<file path="src/design/crs_pkg.sv">
package crs_pkg;

    localparam int COORD_W = 32;
    localparam int T_FRAC  = 16;
    localparam int COEF_W  = COORD_W + 4;
    localparam int ACC_W   = COORD_W + 8;
    localparam int DIV_W   = 5;

    localparam int DIV_RESET  = 8;
    localparam int STEP_RESET = 8192;

    localparam logic CFG_DIVISIONS = 1'b0;
    localparam logic CFG_T_STEP    = 1'b1;

    typedef logic signed [COORD_W-1:0] coord_t;
    typedef logic [T_FRAC-1:0]         tfrac_t;
    typedef logic [DIV_W-1:0]          div_t;

endpackage

</file>
<file path="src/design/crs_point_if.sv">
interface crs_point_if;
    logic              valid;
    logic              ready;
    crs_pkg::coord_t   point_x;
    crs_pkg::coord_t   point_y;
    crs_pkg::coord_t   point_z;
    logic              final_point;

    modport source (output valid, point_x, point_y, point_z, final_point, input ready);
    modport sink   (input valid, point_x, point_y, point_z, final_point, output ready);
endinterface

</file>
<file path="src/design/crs_sample_if.sv">
interface crs_sample_if;
    logic              valid;
    logic              ready;
    crs_pkg::coord_t   curve_x;
    crs_pkg::coord_t   curve_y;
    crs_pkg::coord_t   curve_z;
    logic              run_end;
    logic              curve_end;

    modport source (output valid, curve_x, curve_y, curve_z, run_end, curve_end,
                    input ready);
    modport sink   (input valid, curve_x, curve_y, curve_z, run_end, curve_end,
                    output ready);
endinterface

</file>
<file path="src/design/catmull_rom_curve_subdivider.sv">
// Catmull-Rom curve subdivider. Control points (signed Q16.16 x, y, z) come in on
// points; each one releases the samples of the segment that it completes, and the
// point flagged final_point also releases the closing segment and itself, with
// curve_end set. run_end marks the last sample caused by a point. One shared
// 36x17 multiplier does all the work: a segment first sets up the coefficients
// of each coordinate, then each sample forms t^2 and t^3, multiply-accumulates
// the v, b and a terms for each coordinate and hands the word to the output
// register. points is not ready while a point is being worked; a finished
// sample waits in the output register.
module catmull_rom_curve_subdivider
(
    input  logic                       clk,
    input  logic                       rst_n,
    input  logic                       cfg_we,
    input  logic                       cfg_index,
    input  logic [crs_pkg::T_FRAC-1:0] cfg_data,
    crs_point_if.sink                  points,
    crs_sample_if.source               samples
);

    localparam int CW = crs_pkg::COORD_W;
    localparam int KW = crs_pkg::COEF_W;
    localparam int AW = crs_pkg::ACC_W;
    localparam int TF = crs_pkg::T_FRAC;

    localparam logic [2:0] ST_IDLE   = 3'd0;
    localparam logic [2:0] ST_EXT    = 3'd1;
    localparam logic [2:0] ST_COEF   = 3'd2;
    localparam logic [2:0] ST_MUL    = 3'd3;
    localparam logic [2:0] ST_EMIT   = 3'd4;
    localparam logic [2:0] ST_PUT    = 3'd5;
    localparam logic [2:0] ST_COMMIT = 3'd6;

    localparam logic [2:0] M_T2 = 3'd0;
    localparam logic [2:0] M_T3 = 3'd1;
    localparam logic [2:0] M_V  = 3'd2;
    localparam logic [2:0] M_B  = 3'd3;
    localparam logic [2:0] M_A  = 3'd4;

    function automatic crs_pkg::coord_t sat(input logic signed [AW-1:0] v);
        logic hi_or;
        logic hi_and;
        hi_or  = |v[AW-1:CW-1];
        hi_and = &v[AW-1:CW-1];
        if (!hi_or || hi_and)
            return v[CW-1:0];
        else if (v[AW-1])
            return {1'b1, {(CW-1){1'b0}}};
        else
            return {1'b0, {(CW-1){1'b1}}};
    endfunction

    // p + floor((p - q) / 2), saturated
    function automatic crs_pkg::coord_t extrap(input crs_pkg::coord_t p,
                                               input crs_pkg::coord_t q);
        logic signed [CW:0]   d;
        logic signed [AW-1:0] s;
        d = {p[CW-1], p} - {q[CW-1], q};
        s = AW'(p) + AW'($signed(d[CW:1]));
        return sat(s);
    endfunction

    function automatic logic signed [KW-1:0] sx(input crs_pkg::coord_t v);
        return KW'(v);
    endfunction

    logic [2:0]          state_reg;
    crs_pkg::div_t       div_reg;
    crs_pkg::tfrac_t     step_reg;

    crs_pkg::coord_t     w0_reg [3];
    crs_pkg::coord_t     w1_reg [3];
    crs_pkg::coord_t     w2_reg [3];
    crs_pkg::coord_t     s_reg  [3];
    crs_pkg::coord_t     e_reg  [3];
    crs_pkg::coord_t     q_reg  [3];
    logic [1:0]          ps_reg;
    logic                fin_reg;
    logic                seg_final_reg;

    logic [1:0]          c_reg;
    logic                ph_reg;
    logic [2:0]          m_reg;
    crs_pkg::div_t       j_reg;
    crs_pkg::tfrac_t     t_reg;
    crs_pkg::tfrac_t     t2_reg;
    crs_pkg::tfrac_t     t3_reg;

    crs_pkg::coord_t         v0_reg [3];
    crs_pkg::coord_t         v1_reg;
    crs_pkg::coord_t         p1_reg [3];
    logic signed [KW-1:0]    a_reg  [3];
    logic signed [KW-1:0]    b_reg  [3];
    logic signed [AW-1:0]    acc_reg;
    crs_pkg::coord_t         stage_reg [3];

    logic                out_valid_reg;
    crs_pkg::coord_t     out_x_reg;
    crs_pkg::coord_t     out_y_reg;
    crs_pkg::coord_t     out_z_reg;
    logic                out_run_reg;
    logic                out_curve_reg;

    crs_pkg::coord_t     in_q [3];
    crs_pkg::coord_t     cp0, cp1, cp2, cp3;
    logic signed [CW:0]  d0, d1;
    crs_pkg::coord_t     v0_new, v1_new;
    logic signed [KW-1:0] a_new, b_new;
    logic signed [KW-1:0] mul_a;
    crs_pkg::tfrac_t     mul_b;
    logic signed [KW+TF:0] prod;
    logic signed [KW:0]  frac_term;
    logic signed [AW-1:0] term_ext;
    logic signed [AW-1:0] acc_sum;
    logic                accept;
    logic                out_free;
    logic                out_load;
    logic                last_sample;

    assign accept   = points.valid && points.ready;
    assign out_free = !out_valid_reg || samples.ready;
    assign out_load = ((state_reg == ST_EMIT) || (state_reg == ST_PUT)) && out_free;
    assign points.ready = (state_reg == ST_IDLE);

    assign in_q[0] = points.point_x;
    assign in_q[1] = points.point_y;
    assign in_q[2] = points.point_z;

    // segment neighbors for the coordinate under setup
    always_comb
    begin
        if (!seg_final_reg)
        begin
            cp0 = (ps_reg == 2'd2) ? s_reg[c_reg] : w0_reg[c_reg];
            cp1 = w1_reg[c_reg];
            cp2 = w2_reg[c_reg];
            cp3 = q_reg[c_reg];
        end
        else
        begin
            cp0 = (ps_reg == 2'd1) ? s_reg[c_reg] : w1_reg[c_reg];
            cp1 = w2_reg[c_reg];
            cp2 = q_reg[c_reg];
            cp3 = e_reg[c_reg];
        end
    end

    assign d0     = {cp2[CW-1], cp2} - {cp0[CW-1], cp0};
    assign d1     = {cp3[CW-1], cp3} - {cp1[CW-1], cp1};
    assign v0_new = d0[CW:1];
    assign v1_new = d1[CW:1];
    assign a_new  = (sx(cp1) <<< 1) - (sx(cp2) <<< 1) + sx(v0_reg[c_reg]) + sx(v1_reg);
    assign b_new  = ((sx(cp2) - sx(cp1)) <<< 1) + (sx(cp2) - sx(cp1))
                    - (sx(v0_reg[c_reg]) <<< 1) - sx(v1_reg);

    always_comb
    begin
        case (m_reg)
            M_T2:
            begin
                mul_a = KW'(t_reg);
                mul_b = t_reg;
            end
            M_T3:
            begin
                mul_a = KW'(t2_reg);
                mul_b = t_reg;
            end
            M_V:
            begin
                mul_a = sx(v0_reg[c_reg]);
                mul_b = t_reg;
            end
            M_B:
            begin
                mul_a = b_reg[c_reg];
                mul_b = t2_reg;
            end
            default:
            begin
                mul_a = a_reg[c_reg];
                mul_b = t3_reg;
            end
        endcase
    end

    assign prod      = (KW+TF+1)'(mul_a) * (KW+TF+1)'($signed({1'b0, mul_b}));
    assign frac_term = prod[KW+TF:TF];
    assign term_ext  = AW'(frac_term);
    assign acc_sum   = acc_reg + term_ext;
    assign last_sample = (j_reg == div_reg - crs_pkg::div_t'(1));

    always_ff @(posedge clk or negedge rst_n)
    begin
        if (!rst_n)
        begin
            state_reg     <= ST_IDLE;
            div_reg       <= crs_pkg::div_t'(crs_pkg::DIV_RESET);
            step_reg      <= crs_pkg::tfrac_t'(crs_pkg::STEP_RESET);
            ps_reg        <= 2'd0;
            fin_reg       <= 1'b0;
            seg_final_reg <= 1'b0;
            c_reg         <= 2'd0;
            ph_reg        <= 1'b0;
            m_reg         <= M_T2;
            j_reg         <= '0;
            t_reg         <= '0;
            out_valid_reg <= 1'b0;
            for (int i = 0; i < 3; i++)
            begin
                w0_reg[i] <= '0;
                w1_reg[i] <= '0;
                w2_reg[i] <= '0;
                s_reg[i]  <= '0;
            end
        end
        else
        begin
            if (cfg_we)
            begin
                if (cfg_index == crs_pkg::CFG_DIVISIONS)
                    div_reg <= cfg_data[crs_pkg::DIV_W-1:0];
                else
                    step_reg <= cfg_data;
            end

            if (out_valid_reg && samples.ready && !out_load)
                out_valid_reg <= 1'b0;

            case (state_reg)
                ST_IDLE:
                begin
                    if (accept)
                    begin
                        for (int i = 0; i < 3; i++)
                            q_reg[i] <= in_q[i];
                        fin_reg   <= points.final_point;
                        state_reg <= ST_EXT;
                    end
                end
                ST_EXT:
                begin
                    for (int i = 0; i < 3; i++)
                    begin
                        e_reg[i] <= extrap(q_reg[i], w2_reg[i]);
                        if (ps_reg == 2'd1)
                            s_reg[i] <= extrap(w2_reg[i], q_reg[i]);
                    end
                    c_reg  <= 2'd0;
                    ph_reg <= 1'b0;
                    if (ps_reg[1])
                    begin
                        seg_final_reg <= 1'b0;
                        state_reg     <= ST_COEF;
                    end
                    else if (fin_reg && ps_reg == 2'd1)
                    begin
                        seg_final_reg <= 1'b1;
                        state_reg     <= ST_COEF;
                    end
                    else if (fin_reg)
                        state_reg <= ST_PUT;
                    else
                        state_reg <= ST_COMMIT;
                end
                ST_COEF:
                begin
                    if (!ph_reg)
                    begin
                        v0_reg[c_reg] <= v0_new;
                        v1_reg        <= v1_new;
                        ph_reg        <= 1'b1;
                    end
                    else
                    begin
                        a_reg[c_reg]  <= a_new;
                        b_reg[c_reg]  <= b_new;
                        p1_reg[c_reg] <= cp1;
                        ph_reg        <= 1'b0;
                        if (c_reg == 2'd2)
                        begin
                            c_reg <= 2'd0;
                            m_reg <= M_T2;
                            j_reg <= '0;
                            t_reg <= '0;
                            if (div_reg != '0)
                                state_reg <= ST_MUL;
                            else if (!seg_final_reg && fin_reg)
                            begin
                                seg_final_reg <= 1'b1;
                                state_reg     <= ST_COEF;
                            end
                            else if (fin_reg)
                                state_reg <= ST_PUT;
                            else
                                state_reg <= ST_COMMIT;
                        end
                        else
                            c_reg <= c_reg + 2'd1;
                    end
                end
                ST_MUL:
                begin
                    case (m_reg)
                        M_T2:
                        begin
                            t2_reg <= prod[2*TF-1:TF];
                            m_reg  <= M_T3;
                        end
                        M_T3:
                        begin
                            t3_reg <= prod[2*TF-1:TF];
                            m_reg  <= M_V;
                        end
                        M_V:
                        begin
                            acc_reg <= AW'(p1_reg[c_reg]) + term_ext;
                            m_reg   <= M_B;
                        end
                        M_B:
                        begin
                            acc_reg <= acc_sum;
                            m_reg   <= M_A;
                        end
                        default:
                        begin
                            stage_reg[c_reg] <= sat(acc_sum);
                            m_reg            <= M_V;
                            if (c_reg == 2'd2)
                            begin
                                c_reg     <= 2'd0;
                                state_reg <= ST_EMIT;
                            end
                            else
                                c_reg <= c_reg + 2'd1;
                        end
                    endcase
                end
                ST_EMIT:
                begin
                    if (out_free)
                    begin
                        out_valid_reg <= 1'b1;
                        out_x_reg     <= stage_reg[0];
                        out_y_reg     <= stage_reg[1];
                        out_z_reg     <= stage_reg[2];
                        out_run_reg   <= !fin_reg && last_sample;
                        out_curve_reg <= 1'b0;
                        t_reg         <= t_reg + step_reg;
                        j_reg         <= j_reg + crs_pkg::div_t'(1);
                        m_reg         <= M_T2;
                        if (!last_sample)
                            state_reg <= ST_MUL;
                        else if (!seg_final_reg && fin_reg)
                        begin
                            seg_final_reg <= 1'b1;
                            ph_reg        <= 1'b0;
                            state_reg     <= ST_COEF;
                        end
                        else if (fin_reg)
                            state_reg <= ST_PUT;
                        else
                            state_reg <= ST_COMMIT;
                    end
                end
                ST_PUT:
                begin
                    if (out_free)
                    begin
                        out_valid_reg <= 1'b1;
                        out_x_reg     <= q_reg[0];
                        out_y_reg     <= q_reg[1];
                        out_z_reg     <= q_reg[2];
                        out_run_reg   <= 1'b1;
                        out_curve_reg <= 1'b1;
                        ps_reg        <= 2'd0;
                        for (int i = 0; i < 3; i++)
                        begin
                            w0_reg[i] <= '0;
                            w1_reg[i] <= '0;
                            w2_reg[i] <= '0;
                            s_reg[i]  <= '0;
                        end
                        state_reg <= ST_IDLE;
                    end
                end
                ST_COMMIT:
                begin
                    for (int i = 0; i < 3; i++)
                    begin
                        w0_reg[i] <= w1_reg[i];
                        w1_reg[i] <= w2_reg[i];
                        w2_reg[i] <= q_reg[i];
                    end
                    if (ps_reg != 2'd3)
                        ps_reg <= ps_reg + 2'd1;
                    state_reg <= ST_IDLE;
                end
                default:
                    state_reg <= ST_IDLE;
            endcase
        end
    end

    assign samples.valid     = out_valid_reg;
    assign samples.curve_x   = out_x_reg;
    assign samples.curve_y   = out_y_reg;
    assign samples.curve_z   = out_z_reg;
    assign samples.run_end   = out_run_reg;
    assign samples.curve_end = out_curve_reg;

    a_curve_end_closes_run: assert property (@(posedge clk) disable iff (!rst_n)
        samples.valid && samples.curve_end |-> samples.run_end)
        else $error("curve_end without run_end");

    a_sample_count: assert property (@(posedge clk) disable iff (!rst_n)
        (state_reg == ST_MUL || state_reg == ST_EMIT) |-> (j_reg < div_reg))
        else $error("sample counter ran past divisions");

    a_coord_index: assert property (@(posedge clk) disable iff (!rst_n)
        (state_reg == ST_COEF || state_reg == ST_MUL) |-> (c_reg != 2'd3))
        else $error("coordinate index out of range");

    a_no_overwrite: assert property (@(posedge clk) disable iff (!rst_n)
        (state_reg == ST_PUT) && out_valid_reg && !samples.ready |=> (state_reg == ST_PUT))
        else $error("closing point left before output drained");

endmodule

</file>
<file path="src/flat_wrapper.sv">
// flat-port wrapper written by rule: the top's interface ports become plain ports
module catmull_rom_curve_subdivider_flat 
  (clk, rst_n, cfg_we, cfg_index, cfg_data, points_valid, points_point_x, points_point_y, points_point_z, points_final_point, points_ready, samples_valid, samples_curve_x, samples_curve_y, samples_curve_z, samples_run_end, samples_curve_end, samples_ready);
  crs_point_if points_i ();
  crs_sample_if samples_i ();
  input  logic clk;
  input  logic rst_n;
  input  logic cfg_we;
  input  logic cfg_index;
  input  logic [crs_pkg::T_FRAC-1:0] cfg_data;
  input wire logic [$bits(points_i.valid)-1:0] points_valid;
  input wire logic [$bits(points_i.point_x)-1:0] points_point_x;
  input wire logic [$bits(points_i.point_y)-1:0] points_point_y;
  input wire logic [$bits(points_i.point_z)-1:0] points_point_z;
  input wire logic [$bits(points_i.final_point)-1:0] points_final_point;
  output wire logic [$bits(points_i.ready)-1:0] points_ready;
  output wire logic [$bits(samples_i.valid)-1:0] samples_valid;
  output wire logic [$bits(samples_i.curve_x)-1:0] samples_curve_x;
  output wire logic [$bits(samples_i.curve_y)-1:0] samples_curve_y;
  output wire logic [$bits(samples_i.curve_z)-1:0] samples_curve_z;
  output wire logic [$bits(samples_i.run_end)-1:0] samples_run_end;
  output wire logic [$bits(samples_i.curve_end)-1:0] samples_curve_end;
  input wire logic [$bits(samples_i.ready)-1:0] samples_ready;
  assign points_i.valid = points_valid;
  assign points_i.point_x = points_point_x;
  assign points_i.point_y = points_point_y;
  assign points_i.point_z = points_point_z;
  assign points_i.final_point = points_final_point;
  assign points_ready = points_i.ready;
  assign samples_valid = samples_i.valid;
  assign samples_curve_x = samples_i.curve_x;
  assign samples_curve_y = samples_i.curve_y;
  assign samples_curve_z = samples_i.curve_z;
  assign samples_run_end = samples_i.run_end;
  assign samples_curve_end = samples_i.curve_end;
  assign samples_i.ready = samples_ready;
  catmull_rom_curve_subdivider u_core (.clk(clk), .rst_n(rst_n), .cfg_we(cfg_we), .cfg_index(cfg_index), .cfg_data(cfg_data), .points(points_i), .samples(samples_i));
endmodule
</file>
<file path="config.mk">
export PLATFORM = sky130hd
export DESIGN_NAME = catmull_rom_curve_subdivider_flat
export DESIGN_NICKNAME = d
export VERILOG_FILES = /design/src/design/crs_pkg.sv /design/src/design/crs_point_if.sv /design/src/design/crs_sample_if.sv /design/src/design/catmull_rom_curve_subdivider.sv /design/src/flat_wrapper.sv
export SDC_FILE = /design/constraint.sdc
export NUM_CORES = 2
export LEC_CHECK = 0
export BUFFER_PORTS_ARGS = -buffer_cell sky130_fd_sc_hd__buf_2
export CAP_MARGIN = 25
export CORE_ASPECT_RATIO = 0.9
export CORE_UTILIZATION = 60
export CTS_CLUSTER_DIAMETER = 150
export DETAILED_ROUTE_END_ITERATION = 6
export PLACE_DENSITY = 0.78
export SLEW_MARGIN = 10
export SYNTH_ARGS = -nofsm -noshare
export SYNTH_HDL_FRONTEND = slang
export SYNTH_SLANG_ARGS = --single-unit
</file>
<file path="constraint.sdc">
create_clock -name clk -period 14.15 [get_ports clk]
set_input_delay 0.7075 -clock clk [delete_from_list [all_inputs] [get_ports clk]]
set_output_delay 0.7075 -clock clk [all_outputs]
set_load 0.005 [all_outputs]
</file>
Word-level counts from Yosys, hierarchy flattened
Memory sizes are Yosys's and may differ from the RTL's.
Cells that the tools add are included.

storage, ports and cells
  bits in registers = 642
  bits in writable memories = 696
  latch bits = 0
  memory bits (read-only) = 0
  output and inout port bits = 100
  memories = 7

memories
  name              depth  bits a word  rd ports  clocked after memory_dff  write ports  RTL line                            text
  u_core.a_reg      3      36           1         0                         1            catmull_rom_curve_subdivider.sv:92  logic signed [KW-1:0] a_reg [3];
  u_core.b_reg      3      36           1         0                         1            catmull_rom_curve_subdivider.sv:93  logic signed [KW-1:0] b_reg [3];
  u_core.e_reg      3      32           1         0                         3            catmull_rom_curve_subdivider.sv:75  crs_pkg::coord_t e_reg [3];
  u_core.p1_reg     3      32           1         0                         1            catmull_rom_curve_subdivider.sv:91  crs_pkg::coord_t p1_reg [3];
  u_core.q_reg      3      32           4         0                         3            catmull_rom_curve_subdivider.sv:76  crs_pkg::coord_t q_reg [3];
  u_core.stage_reg  3      32           3         0                         1            catmull_rom_curve_subdivider.sv:95  crs_pkg::coord_t stage_reg [3];
  1 more memories   n/a    n/a          n/a       n/a                       n/a          n/a

cells by class
  equality and inequality tests = 27
  muxes and demuxes = 125
  multiply operators = 1
  add/sub/neg operators = 28
  order comparisons = 1
  div/mod/pow operators = 0
  bitwise operators = 3
  reductions and logical operators = 77
  shift operators = 0

operators by type and width
  cell                                            count
  32-bit two-way mux                              42
  96-bit one-hot mux with 2 select lines          4
  32-bit by 32-bit subtractor with 33-bit output  9
  32-bit binary-select mux with 2-bit select      4
  32-bit by 32-bit adder with 33-bit output       6
  32-bit one-hot mux with 2 select lines          3
  36-bit one-hot mux with 4 select lines          1
  96-bit two-way mux                              1
  40-bit one-hot mux with 2 select lines          1
  16-bit one-hot mux with 2 select lines          2
  9-bit AND reduction                             7
  9-bit OR reduction                              7
  36-bit by 17-bit multiplier with 53-bit output  1
  16-bit two-way mux                              3
  3-bit two-way mux                               14
  40-bit by 37-bit adder with 40-bit output       1
  32-bit by 37-bit adder with 38-bit output       1
  36-bit by 32-bit adder with 36-bit output       1
  36-bit adder                                    1
  36-bit by 32-bit subtractor with 36-bit output  1
  36-bit by 33-bit subtractor with 36-bit output  1
  34-bit by 32-bit adder with 35-bit output       1
  33-bit by 33-bit subtractor with 34-bit output  1
  1-bit two-way mux                               31
  other kinds (39)                                118

Depth between registers and ports, before layout
  word-level depth = 11
  mapped depth = 50

Least setup slack after synthesis
OpenSTA, ideal clock, no wires.

  path kind = register to register
  start = register u_core.c_reg[1]
  end = memory u_core.stage_reg[0][2] (netlist bit), data pin
  cell stages (with the launch flop) = 48
  library setup time = 0.275 ns
  arrival = 10.909 ns
  path slack = 2.967 ns
  path through = dfrtp_1 > buf_6 > clkbuf_1 > clkbuf_1 > clkbuf_1 > clkbuf_1 > clkbuf_1 > nand2_1 > o21ai_0 > a22oi_1 > o21ai_0 > clkbuf_1 > nand2_1 > fa_1 > inv_1 > fa_1 > fa_1 > fa_1 > (+12 left out) > o21a_1 > o21a_1 > o21a_1 > nor2_1 > xnor2_1 > ha_1 > and3_1 > and3_1 > a31oi_2 > nor3b_1 > o211ai_1 > a21oi_1 > a21o_1 > a21oi_1 > xnor2_1 > o41ai_2 > buf_2 > o21ai_1

on the way
  word-level cells in the longest chain between the ends = 10
  elaborated cells between the ends (all ways) = 14
  those cells by class = add/sub (1); mul (1); mux (5); reduce/logical (4); memory (3)

ends and longest elaborated chain
  item                                              RTL line                             text
  from (decl)                                       catmull_rom_curve_subdivider.sv:81   logic [1:0] c_reg;
  from (signal assigned)                            catmull_rom_curve_subdivider.sv:299  c_reg <= c_reg + 2'd1;
  from (signal assigned)                            catmull_rom_curve_subdivider.sv:335  c_reg <= c_reg + 2'd1;
  memory 3 x 36 bit, or another cell as far along   n/a
  36-bit one-hot mux with 4 select lines *          catmull_rom_curve_subdivider.sv:158  case (m_reg)
  36-bit by 17-bit multiplier with 53-bit output *  catmull_rom_curve_subdivider.sv:187  assign prod = (KW+TF+1)'(mul_a) * (KW+TF+1)'($signed({1'b0, mul_b}));
  via u_core.prod[26]                               catmull_rom_curve_subdivider.sv:111  logic signed [KW+TF:0] prod;
  40-bit by 37-bit adder with 40-bit output *       catmull_rom_curve_subdivider.sv:190  assign acc_sum = acc_reg + term_ext;
  9-bit OR reduction                                catmull_rom_curve_subdivider.sv:43   hi_or = |v[AW-1:CW-1];
  1-bit zero test                                   catmull_rom_curve_subdivider.sv:45   if (!hi_or || hi_and)
  1-bit logical OR                                  catmull_rom_curve_subdivider.sv:45
  32-bit two-way mux *                              catmull_rom_curve_subdivider.sv:45
  32-bit two-way mux *                              catmull_rom_curve_subdivider.sv:304  case (m_reg)
  32-bit two-way mux *                              catmull_rom_curve_subdivider.sv:230  case (state_reg)
  to (decl)                                         catmull_rom_curve_subdivider.sv:95

The timed path passes the listed nets; every way through them passes the cells marked *. The select of a mux whose other input is x is not followed.

Worst setup path in the final report
  start = register u_core.c_reg[0]
  end = memory u_core.stage_reg[0][19] (netlist bit), data pin

on the way
  word-level cells in the longest chain between the ends = 10
  elaborated cells between the ends (all ways) = 14
  those cells by class = add/sub (1); mul (1); mux (5); reduce/logical (4); memory (3)

ends and longest elaborated chain
  item                                              RTL line
  memory 3 x 36 bit, or another cell as far along   n/a
  36-bit one-hot mux with 4 select lines *          catmull_rom_curve_subdivider.sv:158
  36-bit by 17-bit multiplier with 53-bit output *  catmull_rom_curve_subdivider.sv:187
  40-bit by 37-bit adder with 40-bit output *       catmull_rom_curve_subdivider.sv:190
  9-bit OR reduction                                catmull_rom_curve_subdivider.sv:43
  1-bit zero test                                   catmull_rom_curve_subdivider.sv:45
  1-bit logical OR                                  catmull_rom_curve_subdivider.sv:45
  32-bit two-way mux *                              catmull_rom_curve_subdivider.sv:45
  32-bit two-way mux *                              catmull_rom_curve_subdivider.sv:304
  32-bit two-way mux *                              catmull_rom_curve_subdivider.sv:230

Mark *: on every way between the ends. The rest lies on a longest branch, timed or not. The select of a mux whose other input is x is not followed.

==> flow_metrics.env <==
export IMPL_firstDrtPassIters=7
export IMPL_grt_pass1_wl_um=596000
export IMPL_vias=91316
export IMPL_grt_max_degree=125
export IMPL_fin_crit_sh=0.939
export IMPL_endpoint="u_core.stage_reg[0][19]"
export IMPL_design_core_area_um2=181000
export IMPL_rr_endpoint="u_core.stage_reg[0][19]"
export IMPL_wl_per_cell_um=29.6
export IMPL_tightest_slew_ns=1.30
export IMPL_crit_start="u_core.c_reg[0]"
export IMPL_gp_congestion=1.13
export IMPL_synth_cell_types=114
export IMPL_rrSetupSlack_ns=0.87
export IMPL_cts_num_sinks=1338
export IMPL_die_y_um=407
export IMPL_holdWs_ns=0.0411
export IMPL_path_max_fanout=46
export IMPL_finClkSkew_ns=0.0678
export IMPL_r2r_cells=41
export IMPL_syn_to_final_growth_pct=8.24
export IMPL_required_ns=14.66
export IMPL_max_freq_mhz=75.3
export IMPL_cpLargestDelayFamily="compound AO/OA/AOI/OAI gates"
export IMPL_rows=148
export IMPL_violations="design-rule violations"
export IMPL_ys_async_sr_fraction=0.329
export IMPL_cpMostUsedCell="fa_1"
export IMPL_start_kind="flip-flop"
export IMPL_cts_setup_buffers=0
export IMPL_cts_reportedPaths_clkPinSlew_ns=0.07
export IMPL_cts_tree="built"
export IMPL_die_w_um=453
export IMPL_syn_inst=11308
export IMPL_insertion_delay_ns=0.85
export IMPL_initial_core_util=0.605
export IMPL_ys_flop_type="edfxtp_1"
export IMPL_drv_cap=0
export IMPL_dp_hpwl_um=326000
export IMPL_antenna_found_initial=19
export IMPL_io_buffer_count=218
export IMPL_critPathKind="flip-flop to flip-flop"
export IMPL_yosysTopAreaCell="edfxtp_1"
export IMPL_yosysWarningCount=0
export IMPL_syn_num_nets=12888
export IMPL_cpPeakStageDelay_ns=0.99
export IMPL_cp_end_kind="flip-flop"
export IMPL_cp_num_buf_inv=6
export IMPL_via_per_inst=6.57
export IMPL_synthTopCellsByCount="nand2_1, inv_1, edfxtp_1, o21ai_0, ha_1"
export IMPL_wl_um=411000
export IMPL_hold_path_class="primary input to flip-flop"
export IMPL_netlist_area_um2=110000
export IMPL_cts_resized=0
export IMPL_path_depth=41
export IMPL_synth_edf_count=898
export IMPL_hold_viol=0
export IMPL_synth_area_leaders="edfxtp_1, fa_1, dfrtp_1"
export IMPL_tns_ns=0
export IMPL_drv_slew=0
export IMPL_yosysMostFrequentCell="nand2_1"
export IMPL_setup_viol=0
export IMPL_drt_initial_drc_count=11798
export IMPL_grt_pass1_vias=89147
export IMPL_seq_area_frac_synth=0.347
export IMPL_cp_slowest_cell="dfrtp_4"
export IMPL_numCtsBuffers=144
export IMPL_rr_startpoint="u_core.c_reg[0]"
export IMPL_final_layout_size_suffix_gt1_frac=0.0785
export IMPL_io_pin_count=219
export IMPL_cts_root_buf="clkbuf_16"
export IMPL_cts_path_max_buffers=3
export IMPL_gr_total_overflow=0
export IMPL_track_usage=0.442
export IMPL_cts_max_level=4
export IMPL_fin_nets=12956
export IMPL_drc=10
export IMPL_status="finished with violations"
export IMPL_synth_top_area_frac=0.246
export IMPL_postRouteAntennaNets=0
export IMPL_rsz0062_at_grt="no"
export IMPL_die_area_um2=184000
export IMPL_syn_area_per_cell_um2=9.69
export IMPL_crit_arrival_ns=13.79
export IMPL_slew_headroom=0.132
export IMPL_yosys_register_bits=1338
export IMPL_fin_crit_ns=13.28
==> repair_timing <==
item	in CTS	in global routing
hold buffers	4	0
endpoints found under the hold margin	53	0
endpoints found under the setup margin	0	0
==> worst min path at each step <==
stage	startpoint	endpoint	slack, ns	depth (start not counted)
after floorplan	rst_n	u_core.c_reg[0]	0.41	0
after global placement	u_core.s_reg[64]	u_core.s_reg[64]	0.46	1
after detailed placement	u_core.s_reg[50]	u_core.s_reg[50]	0.47	2
after CTS	points_point_x[17]	u_core.q_reg[0][17]	0.0006	1
after global routing	points_point_y[2]	u_core.q_reg[1][2]	0.02	1
final	points_point_x[17]	u_core.q_reg[0][17]	0.04	1
==> cell families after synthesis <==
group,after synthesis,share of synthesized area
adder cells (fa/ha/maj),1524,0.218
AND/OR/NAND/NOR,2626,0.105
multiplexers,505,0.0477
XOR/XNOR,640,0.0515
flip-flops,1338,0.347
buffers and inverters,1667,0.0578
AO/OA/AOI/OAI,3008,0.174
==> routing by layer <==
layer	track usage	wire length (um)	up-vias	share of wire
met5	0	101	-	0.00025
met4	0.350	40900	16	0.10
met3	0.104	44600	1329	0.11
met2	0.650	174000	5798	0.42
met1	0.560	151000	44656	0.37
li1	-	-	39517	-
==> layout make-up <==
cell class | count | area (um2)
timing repair buffer | 417 | 2660
antenna | 7 | 17.5
multi-input combinational | 8303 | 65600
clock buffer | 168 | 3750
tap | 2400 | 3000
inverter | 1172 | 4400
fill | 14416 | 62500
sequential | 1338 | 38000
clock inverter | 99 | 1230
==> layout by cell type, fill, tap and decap left out, types with 185 or more instances in the layout <==
cell / Yosys / routed
xnor2_1: 437 / 436
nor2_1: 702 / 689
mux2i_1: 382 / 382
ha_1: 800 / 798
inv_1: 1170 / 1170
fa_1: 661 / 661
nand2_1: 1232 / 1231
o21ai_0: 861 / 854
a21oi_1: 754 / 750
dfrtp_1: 438 / 434
a21o_1: 354 / 354
buf_2: 37 / 220
buf_4: 3 / 185
xor2_1: 199 / 199
edfxtp_1: 898 / 898
==> stage by stage <==
stage	util	setup slack (ns)	instances	instance area (um2)
after floorplan	-	2.97	11308	110000
after global placement	0.626	1.49	13614	113000
after detailed placement	0.627	1.26	13622	114000
after CTS	0.655	1.18	13893	119000
after global routing	0.655	0.303	13899	119000
final	0.655	0.868	13904	119000
Power is left out: the tool's default activity adds up to more than one toggle a clock period on the data nets, which glitch-free logic cannot reach.
